--- config.mk ---
export PLATFORM = sky130hd
export DESIGN_NAME = vdt_cell
export DESIGN_NICKNAME = d
export VERILOG_FILES = /design/src/hdl/vdt_pkg.sv /design/src/hdl/vdt_cell.sv
export SDC_FILE = /design/constraint.sdc
export NUM_CORES = 1
export LEC_CHECK = 0
export ABC_CLOCK_PERIOD_IN_PS = 39400
export BUFFER_PORTS_ARGS = -buffer_cell sky130_fd_sc_hd__buf_2
export CAP_MARGIN = 40
export CORE_ASPECT_RATIO = 1.2
export CORE_UTILIZATION = 43
export CTS_BUF_LIST = sky130_fd_sc_hd__clkbuf_8
export DETAILED_ROUTE_END_ITERATION = 10
export PLACE_DENSITY = 0.67
export SYNTH_ARGS = -nofsm -noshare
export SYNTH_HDL_FRONTEND = slang
export SYNTH_SLANG_ARGS = --single-unit
--- constraint.sdc ---
create_clock -name clk_i -period 39.4 [get_ports clk_i]
set_input_delay 0 -clock clk_i [delete_from_list [all_inputs] [get_ports clk_i]]
set_output_delay 0 -clock clk_i [all_outputs]
set_load 0.03 [all_outputs]
--- src/hdl/vdt_pkg.sv ---
// ----------------------------------------------------------------------------
// vdt_pkg
// Shared types, sizes and the float compare for the vertex dedup table.
// ----------------------------------------------------------------------------
package vdt_pkg;

  localparam int TableDepth = 64;
  localparam int IdxW       = $clog2(TableDepth + 1);
  localparam int NumWords   = 8;

  typedef logic [NumWords-1:0][31:0] vtx_t;

  typedef struct packed {
    logic            active;
    logic            done;
    logic            is_new;
    logic [IdxW-1:0] idx;
  } token_t;

  function automatic logic word_is_nan(input logic [31:0] w);
    return w[30:0] > 31'h7F80_0000;
  endfunction

  function automatic logic fp_eq(input logic [31:0] a, input logic [31:0] b);
    logic res;
    if (word_is_nan(a) || word_is_nan(b)) begin
      res = 1'b0;
    end else if ((a[30:0] | b[30:0]) == 31'd0) begin
      res = 1'b1;
    end else begin
      res = (a == b);
    end
    return res;
  endfunction

endpackage

--- src/hdl/vdt_cell.sv ---
// ----------------------------------------------------------------------------
// vdt_cell
// One table slot: holds an entry, tests it against the broadcast vertex when
// the search token passes, claims the slot on a miss at the first free cell.
// ----------------------------------------------------------------------------
module vdt_cell (
  input  logic            clk_i,
  input  logic            rst_ni,
  input  logic            clr_i,
  input  vdt_pkg::vtx_t   vtx_i,
  input  vdt_pkg::token_t tok_i,
  output vdt_pkg::token_t tok_o
);
  import vdt_pkg::*;

  vtx_t   entry_q;
  logic   valid_q, valid_d;
  token_t tok_q, tok_d;
  logic   match;
  logic   claim;

  always_comb begin
    match = valid_q;
    for (int w = 0; w < NumWords; w++) begin
      match = match & fp_eq(entry_q[w], vtx_i[w]);
    end
  end

  always_comb begin
    tok_d   = tok_i;
    claim   = 1'b0;
    valid_d = clr_i ? 1'b0 : valid_q;
    if (tok_i.active && !tok_i.done) begin
      if (match) begin
        tok_d.done = 1'b1;
      end else if (!valid_q) begin
        claim        = 1'b1;
        valid_d      = 1'b1;
        tok_d.done   = 1'b1;
        tok_d.is_new = 1'b1;
      end else begin
        tok_d.idx = tok_i.idx + IdxW'(1);
      end
    end
  end

  always_ff @(posedge clk_i or negedge rst_ni) begin
    if (!rst_ni) begin
      valid_q <= 1'b0;
      tok_q   <= '0;
    end else begin
      valid_q <= valid_d;
      tok_q   <= tok_d;
    end
  end

  always_ff @(posedge clk_i) begin
    if (claim) begin
      entry_q <= vtx_i;
    end
  end

  assign tok_o = tok_q;

endmodule

# Word-level counts from Yosys, hierarchy flattened
# Cells that the tools add are included.
# totals
reg_bits	267
input_bits	269
output_inout_bits	10
wordCells	100
# op_classes
n_addsub	1
magnitude_cmp	16
n_eq_ne	8
n_mux	28
bitwise	16
reduce_logical	18
# ops
op	count
$gt 31x31->1 const B	16
$eq 32x32->1	8
$logic_not 31->1	8
$or 31x31->31	8
$mux 1	24
$mux 9	1
$and 1x1->1	8
$logic_or 1x1->1	8
$mux 8	1
$add 7x1->7 const B	1
$mux 7	1
$mux 2	1
$logic_and 1x1->1	1
$logic_not 1->1	1

# Logic depth before layout (Yosys ltp)
# Gate-level depths: netlist of the first run.
# depth
ltp_word	14
ltp_mapped	10
mapped_depth_nobuf	9

# Worst setup path before layout of the first run
# No wires, ideal clock.
# synth_path
kind	register to register
startpoint	reg valid_q
endpoint	reg tok_q (netlist bit tok_o[7])
setup_ns	0.177
arrival_ns	20.419
t_required_ns	39.223
slack_ns	18.804
path_stages_with_launch	3
n_path_buf	0
period_less_slack_ns	20.596
path_cell_list	dfrtp_1 nor3b_1 or2_2
# synth_rtl
element	line	rtl
start: declaration	vdt_cell.sv:17	logic valid_q, valid_d;
start signal: assignment	vdt_cell.sv:52	valid_q <= valid_d;
end signal: assignment	vdt_cell.sv:53	tok_q <= tok_d;
end: declaration	vdt_cell.sv:18	token_t tok_q, tok_d;

==> impl_metrics.ini, run 1 <==
[cts]
clk_pin_slew_ns = 0.07
cts_root_buf = clkbuf_8
htree_levels = 2
clock_latency_ns = 0.58
cts_setup_buffers = 0
cts_tree = built
ctsHoldBuffers = 275
clkSinkCount = 267
clk_path_buf_depth = 3
cts_inserted_buffers = 47
cts-resized-gates = 0

[critical_path]
r2r-end = tok_o[6]
critPathMaxFanout = 7
crit_chain = inv_1, ha_1, nor4_2, nand4_1, or3_1, a221oi_2, nand4_4, o311ai_1, xnor2_1, dlygate4sd3_1
cp-start-kind = flip-flop
endpoint_kind = flip-flop
crit_arrival_ns = 3.96
worstSetupPathType = flip-flop to flip-flop
crit_slowest_cell = dlygate4sd3_1
max_stage_delay_ns = 0.57
worstRegToRegCells = 10
worstPathRequired_ns = 39.86
reg2reg_from = entry_q[241]
ff2ff_setup_slack_ns = 35.91

[timing]
fin_skew_ns = 0.0281
fin_tns_setup_ns = 0
worst_pin_slew_ns = 0.752
max_freq_ghz = 0.286
rsz0062_at_grt = no
drv_slew = 0
slew_headroom_pct = 49.8
hold_ws_ns = 0.131
post-route-min-period_ns = 3.49
post-route-period-util_pct = 8.87
hold_viol = 0
setup_viol = 0

[synthesis]
synth_nets = 1949
ys_types = 33
ys_ff_latch = 267
synthArstFlopShare_pct = 4.12
syn-cell-area_sq_mm = 0.0155
yosysSeqAreaShare_pct = 51.3
synth_area_per_cell_sq_um = 10.8
ys.flop_type = edfxtp_1
synth_cells = 1431
ys_warn_count = 0
synth_edf_count = 256

[drt]
drc = 0
drt.antenna.violating_nets = 0
drtIter0Drc = 705
dr.pass1.iters = 5
routedWlPerCell_um = 17.2
wirelength_um = 43800
vias = 12900
avgViaCountPerCell = 5.09

[global_route]
first_global_vias = 13800
grt_remaining_overflow = 0
antenna_found_initial = 10
grt_pass1_wl_um = 69300
grt_max_degree = 65
grt.total_usage_pct = 24.0

[power_and_ir_drop]
p_leak_nw = 10.1
worst_ir_drop_vdd_uv = 26.1
power_density_mw_per_mm2 = 32.3

[layout]
fin_nets = 2555
area_growth_pct = 37.0
fill_cells = 2827
final_layout_size_suffix_gt1_share_pct = 17.1

[die]
coreArea_sq_mm = 0.0353
pin_count = 279
dieArea_sq_mm = 0.0368
die_w_um = 175
die_y_um = 210
rows = 75
initial_core_util_pct = 44.0

[run]
drv_cap = 0

[status]
status = finished, final reports clean

[hold_path]
hold_path_class = input port to flip-flop
holdPathEnd = tok_o[9]
hold_depth = 2
min_from = tok_i[9]

[place]
io_buffers = 278
dp_hpwl_um = 31000
routabilityCongestion = 0.891
cell type report:
class / instances / area [sq um] / area share (%)
antenna: 8 / 20.0 / 0.0942
clock buffer: 47 / 647 / 3.04
clock inverter: 38 / 264 / 1.24
inverter: 497 / 1870 / 8.78
multi-input combinational: 665 / 5680 / 26.7
sequential: 267 / 7960 / 37.5
tap: 462 / 578 / 2.72
timing repair buffer: 559 / 4230 / 19.9
per-stage QoR:
step,cell area (sq um),total power [mW],setup slack (ns),instances,util (%)
after floorplan,15500,0.382,18.80,1431,-
after CTS,21200,0.692,35.92,2535,60.2
after global placement,17500,0.408,36.52,2173,49.6
after detailed placement,17600,0.412,36.46,2175,49.8
after global routing,21200,0.718,35.73,2543,60.2
final,21200,0.687,35.91,2543,60.2
cell usage after synthesis (4+ instances only):
master / count / area, sq um
nand3_1: 18 / 90.1
xnor2_1: 14 / 123
o21ai_0: 14 / 70.1
inv_1: 497 / 1870
edfxtp_1: 256 / 7690
dfrtp_1: 11 / 275
nor4_1: 148 / 926
nor2_1: 16 / 60.1
nor3_1: 27 / 135
nand2_1: 28 / 105
or3_1: 7 / 43.8
nand4_1: 113 / 707
nor4_2: 4 / 50.1
ha_1: 249 / 3120
metal layers:
| layer | global-route usage (%) | up-vias | wire length (um) |
|---|---|---|---|
| li1 | - | 6216 | - |
| met1 | 26.6 | 6104 | 17000 |
| met2 | 44.2 | 476 | 22500 |
| met3 | 4.56 | 138 | 2490 |
| met4 | 11.0 | 4 | 1790 |
| met5 | 0 | - | 27 |
worst max path at each step:
| stage | start | end | cells past startpoint |
|---|---|---|---|
| global placement | entry_q[241] | tok_o[6] | 9 |
| global route | entry_q[241] | tok_o[6] | 10 |
| floorplan | valid_q | tok_o[7] | 2 |
| finish | entry_q[241] | tok_o[6] | 10 |
| detailed placement | entry_q[229] | tok_o[6] | 9 |
| CTS | entry_q[241] | tok_o[6] | 10 |
report_power, final:
group	switching [mW]	internal, mW	total [mW]	leakage, nW
Combinational	0.0497	0.0470	0.0967	7.14
Clock	0.119	0.138	0.257	0.508
Sequential	0.00633	0.327	0.334	2.50
Total	0.175	0.512	0.687	10.1
sequential cells by signal, indices dropped and copies added, names as in the netlist:
signal	cells
entry_q	256
valid_q	1
tok_o	10
logic make-up after synthesis:
family	after synthesis	synth area share (%)
AOI/OAI and AO/OA	30	1.44
xor gates and xnor gates	14	0.790
adders and majority gates	249	20.1
and+or+nand+nor	371	14.2
muxes	1	0.0726
buffers and inverters	499	12.1
DFF	267	51.3
layout by cell type, fill, tap and decap left out, types with 27 or more instances in the layout:
master         synthesis  routed
buf_2                  1     278
dlygate4sd3_1          0     275
clkbuf_8               0      47
nand2_1               28      28
nor4_1               148     148
ha_1                 249     249
nor3_1                27      27
edfxtp_1             256     256
nand4_1              113     113
inv_1                497     509
critical path: cells and delay by family, from the launching register on:
family / cells / cell delay (ns)
buf+inv: 2 / 0.64
fa+ha+maj: 1 / 0.23
xor+xnor: 1 / 0.11
flops: 1 / 0.40
simple gates: 4 / 1.11
compound gates: 2 / 0.89
No activity file was read; power rests on OpenSTA's default activity.
==> run 2: changes to the inputs <==
--- a/config.mk
+++ b/config.mk
@@ -5,14 +5,14 @@
 export SDC_FILE = /design/constraint.sdc
 export NUM_CORES = 1
 export LEC_CHECK = 0
-export ABC_CLOCK_PERIOD_IN_PS = 39400
+export ABC_CLOCK_PERIOD_IN_PS = 2900
 export BUFFER_PORTS_ARGS = -buffer_cell sky130_fd_sc_hd__buf_2
 export CAP_MARGIN = 40
 export CORE_ASPECT_RATIO = 1.2
 export CORE_UTILIZATION = 43
 export CTS_BUF_LIST = sky130_fd_sc_hd__clkbuf_8
 export DETAILED_ROUTE_END_ITERATION = 10
-export PLACE_DENSITY = 0.67
+export PLACE_DENSITY = 0.7
 export SYNTH_ARGS = -nofsm -noshare
 export SYNTH_HDL_FRONTEND = slang
 export SYNTH_SLANG_ARGS = --single-unit
==> constraint.sdc (replaced) <==
create_clock -name clk_i -period 2.9 [get_ports clk_i]
set_input_delay 0 -clock clk_i [delete_from_list [all_inputs] [get_ports clk_i]]
set_output_delay 0 -clock clk_i [all_outputs]
set_load 0.03 [all_outputs]
==> impl_metrics.ini, run 2 (synthesized netlist as in run 1, its figures left out) <==
[die]
pin_count = 279
rows = 75
die_y_um = 210
coreArea_sq_mm = 0.0353
initial_core_util_pct = 44.0
die_w_um = 175
dieArea_sq_mm = 0.0368

[layout]
area_growth_pct = 37.4
finalNonFillerCells = 2542
top_register = entry_q
fill_cells = 2745
layout_common_cells = 507 x inv_1, 278 x buf_2, 269 x dlygate4sd3_1, 256 x edfxtp_1, 249 x ha_1
fin_util_pct = 60.4
final_layout_size_suffix_gt1_share_pct = 18.3
largest_reg_flops = 256
final_common_cell = inv_1
fin_nets = 2555

[critical_path]
r2r-end = tok_o[1]
ff2ff_setup_slack_ns = 0.09
worstRegToRegCells = 9
crit_path_end = tok_o[1]
endpoint_kind = flip-flop
critPathLaunch = entry_q[37]
critPathMaxFanout = 6
crit_arrival_ns = 3.28
worstPathRequired_ns = 3.36
worstSetupPathType = flip-flop to flip-flop
reg2reg_from = entry_q[37]
cp-start-kind = flip-flop

[cts]
cts_root_buf = clkbuf_8
cts_tree = built
htree_levels = 2
clkSinkCount = 267
clk_pin_slew_ns = 0.06
clock_latency_ns = 0.58
clk_path_buf_depth = 3
cts_inserted_buffers = 48

[timing]
max_freq_ghz = 0.355
setup_viol = 0
slew_headroom_pct = 43.8
post-route-period-util_pct = 97.1
timing.final.ws_setup_ns = 0.0855
worst_pin_slew_ns = 0.843
hold_viol = 0
hold_ws_ns = 0.163
post-route-min-period_ns = 2.81
drv_slew = 0
fin_skew_ns = 0.0298

[power_and_ir_drop]
p_leak_nw = 10.1
worst_ir_drop_vdd_uv = 307
power_mw = 9.34
power_density_mw_per_mm2 = 438

[global_route]
grt.total_usage_pct = 23.9
first_global_vias = 14000
grt_pass1_wl_um = 69400
grt_max_degree = 139
grt_remaining_overflow = 0
antenna_found_initial = 11

[status]
status = finished, final reports clean

[drt]
routedWlPerCell_um = 17.4
vias = 12900
avgViaCountPerCell = 5.07
wirelength_um = 44300
drc = 0
drt.antenna.violating_nets = 0
drtIter0Drc = 668
dr.pass1.iters = 6

[place]
io_buffers = 278
dp_hpwl_um = 30500
dp_slack_ns = 0.0161
routabilityCongestion = 0.898
dp.cells = 2177

[hold_path]
hold_path_class = input port to flip-flop

[run]
drv_cap = 0
==> run 2: repair_timing <==
item | in CTS | in global routing
hold buffers | 269 | 0
pin swaps | 0 | 8
endpoints found under the setup margin | 1 | 3
setup buffers | 0 | 3
endpoints found under the hold margin | 278 | 0
resized for setup | 1 | 13
==> run 2: layout make-up <==
| cell class | count | area, sq um | area share [%] |
|---|---|---|---|
| clock inverter | 32 | 219 | 1.03 |
| inverter | 497 | 1870 | 8.75 |
| multi-input combinational | 665 | 5780 | 27.1 |
| clock buffer | 51 | 702 | 3.29 |
| antenna | 10 | 25.0 | 0.117 |
| timing repair buffer | 558 | 4190 | 19.7 |
| sequential | 267 | 7960 | 37.3 |
| tap | 462 | 578 | 2.71 |
==> run 2: how the worst min path moves through the flow <==
stage	to	from	cells after the start	slack [ns]
2_1_floorplan	tok_o[0]	rst_ni	0	-0.30
4_1_cts	tok_o[7]	tok_i[7]	3	0.10
3_5_place_dp	tok_o[7]	rst_ni	1	-0.08
6_report	entry_q[142]	vtx_i[142]	2	0.16
5_1_grt	tok_o[9]	tok_i[9]	2	0.13
3_3_place_gp	tok_o[7]	rst_ni	1	-0.08
==> run 2: through the flow <==
step / TNS (ns) / cell area [sq um]
floorplan: -1139.61 / 15500
detailed placement: 0 / 17600
finish: 0 / 21300
CTS: 0 / 21200
global placement: 0 / 17600
global route: -0.0344 / 21300
==> run 2: where the power goes <==
group / leakage (nW) / internal, mW / total [mW] / switching (mW)
Clock: 0.515 / 1.89 / 3.48 / 1.59
Sequential: 2.50 / 4.45 / 4.54 / 0.0888
Combinational: 7.13 / 0.636 / 1.32 / 0.683
==> run 2: worst max-delay path, stage by stage, from the launching register on <==
cell and delay, ns:
edfxtp_1 0.39, inv_1 0.08, ha_1 0.23, nor4_2 0.37, nand4_1 0.16, or3_1 0.42
a22oi_2 0.22, nand4_4 0.20, o31ai_4 0.29, mux2_4 0.32
==> run 2: per-layer routing <==
| layer | vias up | GRT usage, % | wire length (um) |
|---|---|---|---|
| li1 | 6222 | - | - |
| met1 | 6113 | 26.3 | 17000 |
| met2 | 422 | 44.0 | 22800 |
| met3 | 141 | 4.71 | 2490 |
| met4 | 2 | 11.3 | 1940 |
| met5 | - | 0 | 11 |
